**src/rtl/isa_pkg.sv**
```systemverilog
// Shared types and constants for the indexed shift array.
// No dependencies; used by every module of the block.
`timescale 1ns / 1ps

package isa_pkg;

  localparam int unsigned DATA_W   = 64;
  localparam int unsigned IDX_W    = 6;
  localparam int unsigned MODE_W   = 3;
  localparam int unsigned STAT_W   = 2;
  localparam int unsigned CAP_DEF  = 64;
  localparam int unsigned CAP_MAX  = 4096;
  // position width that covers any capacity in range
  localparam int unsigned POS_W    = $clog2(CAP_MAX + 1);
  // reachable positions through the index field
  localparam int unsigned IDX_SPAN = 1 << IDX_W;
  // leaves per group of the read tree
  localparam int unsigned LEAF_N   = 8;

  localparam logic [DATA_W-1:0] QUIET_NAN = 64'h7FF8_0000_0000_0000;

  typedef enum logic [MODE_W-1:0] {
    MODE_PUSH     = 3'd0,
    MODE_INSERT   = 3'd1,
    MODE_ERASE    = 3'd2,
    MODE_MODIFY   = 3'd3,
    MODE_RETRIEVE = 3'd4,
    MODE_CLEAR    = 3'd5
  } isa_mode_t;

  typedef enum logic [STAT_W-1:0] {
    ST_OK    = 2'd0,
    ST_RANGE = 2'd1,
    ST_FULL  = 2'd2,
    ST_EMPTY = 2'd3
  } isa_status_t;

  // what every cell does in a cycle
  typedef enum logic [1:0] {
    OP_HOLD     = 2'd0,
    OP_LOAD     = 2'd1,
    OP_SHIFT_UP = 2'd2,
    OP_SHIFT_DN = 2'd3
  } isa_op_t;

  typedef struct packed {
    isa_op_t          op;
    logic [POS_W-1:0] pos;
  } isa_cmd_t;

  // per-item result information beside the read word
  typedef struct packed {
    isa_status_t status;
    logic        nan;
    logic        rd_en;
  } isa_res_t;

endpackage

```
**src/rtl/isa_cell.sv**
```systemverilog
// One storage cell of the shift chain: holds a word, loads the item value
// or takes a neighbor's word as the broadcast command says. Uses isa_pkg.
`timescale 1ns / 1ps

module isa_cell
  import isa_pkg::*;
#(
  parameter int unsigned SLOT = 0
) (
  input  logic              clk,
  input  isa_cmd_t          cmd,
  input  logic [DATA_W-1:0] value,
  input  logic [DATA_W-1:0] left,
  input  logic [DATA_W-1:0] right,
  output logic [DATA_W-1:0] q
);

  localparam logic [POS_W-1:0] MY_POS = POS_W'(SLOT);

  // update the held word; payload needs no reset
  always_ff @(posedge clk) begin
    unique case (cmd.op)
      OP_LOAD: begin
        if (MY_POS == cmd.pos) q <= value;
      end
      OP_SHIFT_UP: begin
        if (MY_POS > cmd.pos) begin
          q <= left;
        end else if (MY_POS == cmd.pos) begin
          q <= value;
        end
      end
      OP_SHIFT_DN: begin
        if (MY_POS >= cmd.pos) q <= right;
      end
      default: begin
      end
    endcase
  end

endmodule

```
**config.mk**
```make
export PLATFORM = sky130hd
export DESIGN_NAME = isa_cell
export DESIGN_NICKNAME = d
export VERILOG_FILES = /design/src/rtl/isa_pkg.sv /design/src/rtl/isa_cell.sv
export SDC_FILE = /design/constraint.sdc
export NUM_CORES = 1
export LEC_CHECK = 0
export ABC_AREA = 0
export BUFFER_PORTS_ARGS = -buffer_cell sky130_fd_sc_hd__buf_2
export CORE_AREA = 2 2 107 109
export CTS_BUF_LIST = sky130_fd_sc_hd__clkbuf_4 sky130_fd_sc_hd__clkbuf_8
export CTS_CLUSTER_SIZE = 20
export DETAILED_ROUTE_END_ITERATION = 6
export DIE_AREA = 0 0 109 111
export GPL_TIMING_DRIVEN = 0
export PLACE_DENSITY = 0.7
export SYNTH_ARGS = -nofsm -noshare
export SYNTH_HDL_FRONTEND = slang
export SYNTH_SLANG_ARGS = --single-unit
```
**constraint.sdc**
```tcl
create_clock -name clk -period 6.9 [get_ports clk]
set_input_delay 1.38 -clock clk [delete_from_list [all_inputs] [get_ports clk]]
set_output_delay 1.38 -clock clk [all_outputs]
set_load 0.02 [all_outputs]
```
==> summary.md <==
| Metric | Value |
|---|---|
| Design Area, Final | 5270 µm² |
| Max_cap viols | 0 |
| Critical Path, Cell by Cell | buf_2 > nand2_1 > buf_2 > clkbuf_1 > inv_1 > a21oi_4 > buf_12 |
| Slowest CP cell | a21oi_4 |
| Hold Crit Class | flop to flop |
| Combinational family with the most area after synthesis | compound AO/OA/AOI/OAI gates |
| Clk_lat worst skew | 0.34 ns |
| Final Hold Viols | 0 |
| Commonest non-fill, non-tap cell in the layout | buf_2 |
| Critical Path RT | 6.93 ns |
| Final global-route overflow total | 0 |
| Pwr Total | 1050 µW |
| H-tree depth | 3 |
| Clock skew | 0 ns |
| Area Overhead vs Synth | 37.5% |
| Area of the core | 11100 µm² |
| CTS tree | done |
| Gr usage total | 18.9% |
| Worst Hold Depth | 2 |
| Critical Path AT | 3.31 ns |
| Largest net degree at the start of global routing | 29 |
| Max FFs per register | 64 |
| Most used cell along the critical path | buf_2 |
| RSZ-0062 raised after global routing | no |
| Nets | 792 |
| Syn_nets | 572 |
| Reg2Reg Depth | 2 |
| Antenna Nets Post-Route | 0 |
| Status | finished clean |
| Cell variety after synth | 14 |
| Die Height | 111 µm |
| Initial DRC count | 223 |
| Power Dens Cells | 199 nW/µm² |
| Initial core utilization | 34.6% |
| VDD IR max | 0.0806 mV |
| Synth Area in XOR/XNOR | 0% |
| WL/cell | 16.0 µm |
| Remaining DRCs | 0 |
| Clock buffer depth | 2 |
| # setup viols final | 0 |
| Iteration count of the initial detailed-routing pass | 4 |
| CP Depth | 7 |
| Worst slew margin | 50.8% |
| Least-Margin Pin Slew | 0.737 ns |
| Mapped Avg Cell Area | 10.5 µm² |
| Synth Cell Area | 3830 µm² |
| Die ar. | 12100 µm² |
| Period utilization | 47.4% |
| Post-synthesis sequential area ratio | 50.1% |
| Min Tclk post-route | 3.27 ns |
| CP startpoint kind | primary input |
| Post-synthesis compound-gate area fraction | 16.8% |
| Crit end category | flop |
| Share of layout cells above drive strength 1 | 40.7% |
| Hold Slack | 0.648 ns |
| IO Port Bufs | 207 |
| Placed cell area | 5110 µm² |
| CTS buffer count | 9 |
| ANT cells | 0 |
| Initial antenna violation count | 0 |
| Static Leak | 0.00289 µW |
| Post-synthesis mux area share | 16.7% |
| Adder-cell share of the synthesized area | 0% |
| Critical path buffer and inverter count | 5 |
| Crit path max fanout | 28 |
| Vias per inst | 5.23 |
| Hold_buf cts | 0 |
| Top Registers | q: 64 flops |
| Largest area contributor in the netlist | edfxtp_1 |
| I/O Pins | 272 |
| Simple-gate share of the synthesized area | 11.4% |
| #FFs+latches synth | 64 |
| Critical path class | primary input to flop |
| Synth warn | 0 |
| Max Freq | 0.306 GHz |
| DR vias | 3829 |
| Resized cells post-CTS | 0 |
| Gpl congestion | 0.811 |
| Site Rows | 39 |
| Root buf cell | clkbuf_8 |
| Final WL | 11.7 mm |
| Most flop-heavy register | q |
| Fin. max-slew vios | 0 |
| Post CTS Setup Buffer Count | 0 |
| Synth top area share | 50.1% |
| Worst-path clk slew | 0.07 ns |
| Synth Instances | 364 |
| Sinks on Clock Net | 64 |
| Global-route wire length before repair | 18.0 mm |
| Die W | 109 µm |
| Synth area leaders | edfxtp_1 (50%), a21oi_1 (17%), mux2i_1 (17%) |
| Number of global-route vias before repair | 3833 |
| Cell family with most CP delay | buffers and inverters |
| Most frequent cells in the layout | buf_2 (216), a21oi_1 (128), and3_1 (64), mux2i_1 (64), edfxtp_1 (64) |
| Post-DP HPWL | 8.72 mm |
| CP max stage delay | 0.62 ns |
==> final cells by class <==
cell class | count | area (µm²)
Inverter | 1 | 3.75
Clock inverter | 5 | 23.8
Clock buffer | 11 | 139
Fill cell | 1057 | 5810
Sequential cell | 64 | 1920
Buffer | 35 | 188
Tap cell | 143 | 179
Multi-Input combinational cell | 264 | 1730
Timing Repair Buffer | 209 | 1080
==> path summary, 6_finish.rpt <==
check                from  endpoint  slack, ns
hold reg to reg     q[14]     q[14]       0.65
setup / recovery  cmd[14]     q[11]       3.63
setup reg to reg    q[47]     q[47]       5.96
hold / removal      q[14]     q[14]       0.65
==> where the power goes <==
part	internal (µW)	switching, µW	total [µW]
logic	108	153	261
clock network	135	147	282
registers	485	22.6	508
==> cell usage after synthesis <==
library cell and instances:
buf_6 6, nor2_1 2, nand4_1 1, a21oi_1 129, and3_1 64, buf_2 9, buf_1 1, nor3_1 1
inv_1 1, mux2i_1 64, nor4_1 2, clkbuf_1 19, edfxtp_1 64, nand2_1 1
==> metrics by stage <==
stage	util, %	setup TNS (ns)	setup slack [ns]	instances
detailed placement	46.1	0	3.25	716
floorplan	-	0	1.15	364
CTS	47.6	0	3.61	732
global placement	45.6	-35.49	-0.557	714
finish	47.6	0	3.63	732
global route	47.6	0	3.49	732
==> logic make-up (layout without fill, tap and decap cells) <==
group                  Yosys count  after routing
AO/OA/AOI/OAI                  129            129
AND/OR/NAND/NOR                 71             71
multiplexers                    64             64
flip-flops                      64             64
buffers and inverters           36            261
==> per-layer routing <==
metal  share of wire [%]  track usage (%)  wire (µm)  up-vias
met5                   0                0          0        -
met4                 2.0             6.92        235        0
met3                 6.8             4.12        799       23
li1                    -                -          -     1842
met2                  48             32.2       5650      184
met1                  43             23.3       5030     1780
==> worst register-to-register path: stages, from the launching register on <==
cell and delay (ns):
edfxtp_1 0.42, a21oi_1 0.18, mux2i_1 0.09
(Power assumes the default switching activity.)
