[src/rtl/isa_pkg.sv]
// Shared types and constants for the indexed shift array.
// No dependencies; used by every module of the block.
`timescale 1ns / 1ps

package isa_pkg;

  localparam int unsigned DATA_W   = 64;
  localparam int unsigned IDX_W    = 6;
  localparam int unsigned MODE_W   = 3;
  localparam int unsigned STAT_W   = 2;
  localparam int unsigned CAP_DEF  = 64;
  localparam int unsigned CAP_MAX  = 4096;
  // position width that covers any capacity in range
  localparam int unsigned POS_W    = $clog2(CAP_MAX + 1);
  // reachable positions through the index field
  localparam int unsigned IDX_SPAN = 1 << IDX_W;
  // leaves per group of the read tree
  localparam int unsigned LEAF_N   = 8;

  localparam logic [DATA_W-1:0] QUIET_NAN = 64'h7FF8_0000_0000_0000;

  typedef enum logic [MODE_W-1:0] {
    MODE_PUSH     = 3'd0,
    MODE_INSERT   = 3'd1,
    MODE_ERASE    = 3'd2,
    MODE_MODIFY   = 3'd3,
    MODE_RETRIEVE = 3'd4,
    MODE_CLEAR    = 3'd5
  } isa_mode_t;

  typedef enum logic [STAT_W-1:0] {
    ST_OK    = 2'd0,
    ST_RANGE = 2'd1,
    ST_FULL  = 2'd2,
    ST_EMPTY = 2'd3
  } isa_status_t;

  // what every cell does in a cycle
  typedef enum logic [1:0] {
    OP_HOLD     = 2'd0,
    OP_LOAD     = 2'd1,
    OP_SHIFT_UP = 2'd2,
    OP_SHIFT_DN = 2'd3
  } isa_op_t;

  typedef struct packed {
    isa_op_t          op;
    logic [POS_W-1:0] pos;
  } isa_cmd_t;

  // per-item result information beside the read word
  typedef struct packed {
    isa_status_t status;
    logic        nan;
    logic        rd_en;
  } isa_res_t;

endpackage

[src/rtl/isa_ctrl.sv]
// Operation decode and entry count for the indexed shift array.
// Produces the cell command and the result status. Uses isa_pkg.
`timescale 1ns / 1ps

module isa_ctrl
  import isa_pkg::*;
#(
  parameter int unsigned CAPACITY = CAP_DEF,
  parameter int unsigned CNT_W    = $clog2(CAP_DEF + 1)
) (
  input  logic              clk,
  input  logic              rst,
  input  logic              accept,
  input  logic [MODE_W-1:0] mode,
  input  logic [IDX_W-1:0]  idx,
  output isa_cmd_t          cmd,
  output isa_res_t          res,
  output logic [CNT_W-1:0]  count_next
);

  logic [CNT_W-1:0] count;
  logic [POS_W-1:0] cnt_ext;
  logic [POS_W-1:0] idx_ext;
  logic             full;
  logic             empty;
  isa_op_t          op;
  logic [POS_W-1:0] pos;
  logic [CNT_W-1:0] cnt_dec;

  assign cnt_ext = POS_W'(count);
  assign idx_ext = POS_W'(idx);
  assign full    = (cnt_ext == POS_W'(CAPACITY));
  assign empty   = (count == '0);

  // decode the item against the current count
  always_comb begin
    op          = OP_HOLD;
    pos         = idx_ext;
    res.status  = ST_OK;
    res.nan     = 1'b0;
    res.rd_en   = 1'b0;
    cnt_dec     = count;
    unique case (mode)
      MODE_PUSH: begin
        if (full) begin
          res.status = ST_FULL;
        end else begin
          op      = OP_LOAD;
          pos     = cnt_ext;
          cnt_dec = count + CNT_W'(1);
        end
      end
      MODE_INSERT: begin
        if (full) begin
          res.status = ST_FULL;
        end else if (idx_ext > cnt_ext) begin
          res.status = ST_RANGE;
        end else begin
          op      = OP_SHIFT_UP;
          cnt_dec = count + CNT_W'(1);
        end
      end
      MODE_ERASE: begin
        if (empty) begin
          res.status = ST_EMPTY;
        end else if (idx_ext >= cnt_ext) begin
          res.status = ST_RANGE;
        end else begin
          op      = OP_SHIFT_DN;
          cnt_dec = count - CNT_W'(1);
        end
      end
      MODE_MODIFY: begin
        if (idx_ext >= cnt_ext) begin
          res.status = ST_RANGE;
        end else begin
          op = OP_LOAD;
        end
      end
      MODE_RETRIEVE: begin
        if (idx_ext >= cnt_ext) begin
          res.status = ST_RANGE;
          res.nan    = 1'b1;
        end else begin
          res.rd_en = 1'b1;
        end
      end
      MODE_CLEAR: begin
        cnt_dec = '0;
      end
      default: begin
      end
    endcase
  end

  // cells move only on an accepted transfer
  assign cmd.op     = accept ? op : OP_HOLD;
  assign cmd.pos    = pos;
  assign count_next = cnt_dec;

  // hold the entry count
  always_ff @(posedge clk) begin
    if (rst) begin
      count <= '0;
    end else if (accept) begin
      count <= cnt_dec;
    end
  end

endmodule

[config.mk]
export PLATFORM = sky130hd
export DESIGN_NAME = isa_ctrl
export DESIGN_NICKNAME = d
export VERILOG_FILES = /design/src/rtl/isa_pkg.sv /design/src/rtl/isa_ctrl.sv
export SDC_FILE = /design/constraint.sdc
export NUM_CORES = 1
export LEC_CHECK = 0
export ABC_AREA = 1
export BUFFER_PORTS_ARGS = -buffer_cell sky130_fd_sc_hd__buf_2
export CORE_MARGIN = 2
export CORE_UTILIZATION = 45
export CTS_BUF_LIST = sky130_fd_sc_hd__clkbuf_16
export DETAILED_ROUTE_END_ITERATION = 10
export GPL_TIMING_DRIVEN = 0
export PLACE_DENSITY = 0.7
export SYNTH_ARGS = -nofsm -noshare
export SYNTH_HDL_FRONTEND = slang
export SYNTH_SLANG_ARGS = --single-unit
[constraint.sdc]
create_clock -name clk -period 2.9 [get_ports clk]
set_clock_uncertainty 0.15 [all_clocks]
set_input_delay 0.145 -clock clk [delete_from_list [all_inputs] [get_ports clk]]
set_output_delay 0.145 -clock clk [all_outputs]
set_load 0.02 [all_outputs]
==> summary.md <==
| Metric | Value |
|---|---|
| Status | `finished clean` |
| Clock Pin Slew Worst Setup and Hold Paths | `0.03 ns` |
| Starting Density | `between 40% and 50%` |
| Pre-Repair DR Iteration Count | `4` |
| Pwr/cell area | `412 nW/um^2` |
| Endpoint class of the critical path | `primary output` |
| Vias in the first global route | `1289` |
| I/O pin total | `38` |
| Share of layout cells above drive strength 1 | `26.9%` |
| Avg Cell Area, Syn | `5.90 um^2` |
| Largest registers | `count (7)` |
| Placed insts | `286` |
| Hold Path Class | `in2reg` |
| DR DRC count | `0` |
| Met2 WL | `1510 um` |
| Core region area | `2760 um^2` |
| Total gr overflow | `0` |
| Syn Std Cell Area | `1300 um^2` |
| RD Place Congestion | `roughly 0.94` |
| IO Port Bufs | `30` |
| Hold Fails Final Rpt | `0` |
| Largest net degree at the start of global routing | `11` |
| Final std cells w/o fill | `291` |
| Drt wl/cell | `11.6 um` |
| Req. time, crit path | `between 2 and 3 ns` |
| YS warnings | `0` |
| Number of synthesized register bits | `7` |
| Hold_buf cts | `0` |
| Max FFs per register | `7` |
| Final hold slack | `~0.012 ns` |
| DP HPWL | `2670 um` |
| Die height | `a little under 60 um` |
| Die X | `57.7 um` |
| Fin. max-slew vios | `0` |
| CP arrival | `2.33 ns` |
| Yosys top cell by area | `nand2_1` |
| CTS Buf Count | `3` |
| Minimum clock period | `2.63 ns` |
| H-tree depth | `1` |
| Total GRT Usage | `around 22%` |
| Met3 routed WL | `162 um` |
| Initial DRC count | `87` |
| Top routing layer used | `met4` |
| Share of the yosys chip area belonging to registers | `a little over a tenth` |
| P&R area growth vs syn | `23.0%` |
| Critical path class | `reg2out` |
| Clock sinks | `7` |
| Fmax achieved | `381 MHz` |
| Layout net count | `281` |
| Root Driver | `clkbuf_16` |
| Clk_lat worst skew | `0.23 ns` |
| Setup TNS | `0 ns` |
| Wl on met1 | `around 1700 um` |
| Die area | `approximately 3300 um^2` |
| Setup slack, reg-to-reg | `0.58 ns` |
| Startpoint class of the critical path | `flop` |
| Pleak | `approximately 0.93 nW` |
| First-pass GRT wire length | `slightly below 6000 um` |
| Routed WL | `3380 um` |
| VDD IR max | `0.719 mV` |
| Top post-synthesis cells by area | `nand2_1 15%, nand3_1 12%, dfxtp_1 11%` |
| Deepest clock path buffer count | `2` |
| Synth cell types | `34` |
| Worst Path Max Fanout | `8` |
| Synth top area share | `15.3%` |
| CTS tree | `built` |
| Setup violators final | `0` |
| Mapped Cells | `220` |
| Via Count | `1482` |
| Fin crit share | `between 90% and 100%` |
| # diodes | `0` |
| Rows | `19` |
| Post-route ant nets | `0` |
| Vias per cell | `5.09` |
| Antenna violations before repair | `0` |
| RSZ-0062 raised after global routing | `false` |
| Largest register by flop count | `count` |
| Max Cap Viol | `0` |
power breakdown:
| part | total (W) | internal [W] | switching [W] |
|---|---|---|---|
| Clock | 0.000230 | 0.000179 | 0.0000505 |
| Sequential | 0.000113 | 0.000104 | 0.00000830 |
| Combinational | 0.000316 | 0.000110 | 0.000206 |
routing by layer:
layer | vias up | GRT usage, %
met3 | 2 | 0.670
met5 | - | 0
met1 | 648 | 31.2
li1 | 788 | -
met2 | 44 | 35.2
met4 | 0 | 5.65
final timing paths:
kind	from	to	cells after the start
worst max-delay path	count[5]	count_next[1]	13
worst min-delay path	accept	count[5]	2
worst max register to register	count[5]	count[1]	14
worst min register to register	count[5]	count[5]	2
worst max-delay path: stages, from the launching register on:
cell and delay (ns):
dfxtp_2 0.37, clkinvlp_4 0.18, ha_1 0.37, inv_1 0.08
nor2_2 0.05, a21oi_4 0.25, nand2_4 0.13, nand2_8 0.10
nand2_2 0.06, nand2_1 0.05, nand3b_1 0.13, nand2_1 0.11
nand2_1 0.05, buf_2 0.15
synth_stat cells (all sizes together):
cell and instances:
clkinv 1, xor2 5, o21ai 14, ha 8, xnor2 1, nand3 33, conb 1, and3 1
dfxtp 7, buf 12, nand3b 1, nor3 3, a21oi 9, nor4 1, inv 32, nor2 21
o32ai 1, a31oi 1, nand4 7, nand2 60, o311ai 1
through the flow:
step	worst slack [ns]	util (%)	total power, W	cell area [um^2]
6_report	0.273	57.9	0.000658	1600
3_5_place_dp	0.433	54.6	0.000424	1510
5_1_grt	0.0985	57.9	0.000706	1600
2_1_floorplan	0.588	-	0.000352	1320
4_1_cts	0.168	57.5	0.000657	1590
3_3_place_gp	0.415	54.6	0.000424	1510
area by class of cell:
type | instances | area [um^2]
Buffer | 12 | 90.1
Fill cell | 290 | 1160
Tap cell | 31 | 38.8
Clock inverter | 1 | 3.75
Sequential cell | 7 | 141
Clock buffer | 3 | 75.1
Inverter | 33 | 128
Timing Repair Buffer | 31 | 158
Multi-Input combinational cell | 173 | 963
logic make-up (layout without fill, tap and decap cells):
kind of cell | Yosys count | after routing | share of synthesized area [%]
other cells | 1 | 6 | 0.289
xor+xnor | 6 | 6 | 4.05
simple gates | 127 | 127 | 49.1
fa+ha+maj | 8 | 8 | 7.71
flops | 7 | 7 | 10.8
buf+inv | 45 | 80 | 16.5
compound gates | 26 | 26 | 11.6
cells in the final DEF (no fill, tap or decap), types with 2 or more instances in the layout:
master	Yosys	layout
a21oi_1	8	8
buf_2	3	33
buf_4	8	9
clkbuf_16	0	3
conb_1	1	6
dfxtp_1	7	6
ha_1	8	8
inv_1	25	26
inv_2	7	7
nand2_1	53	53
nand2_2	2	2
nand2_4	4	4
nand3_1	32	32
nand4_1	6	6
nor2_1	17	17
nor2_2	3	3
nor3_1	2	2
o21ai_0	12	12
o21ai_1	2	2
xor2_1	5	5
repair_timing:
action	in CTS	in global routing
setup buffers	0	1
setup endpoints to repair	0	4
gates resized for setup	0	2
(Power assumes the default switching activity.)
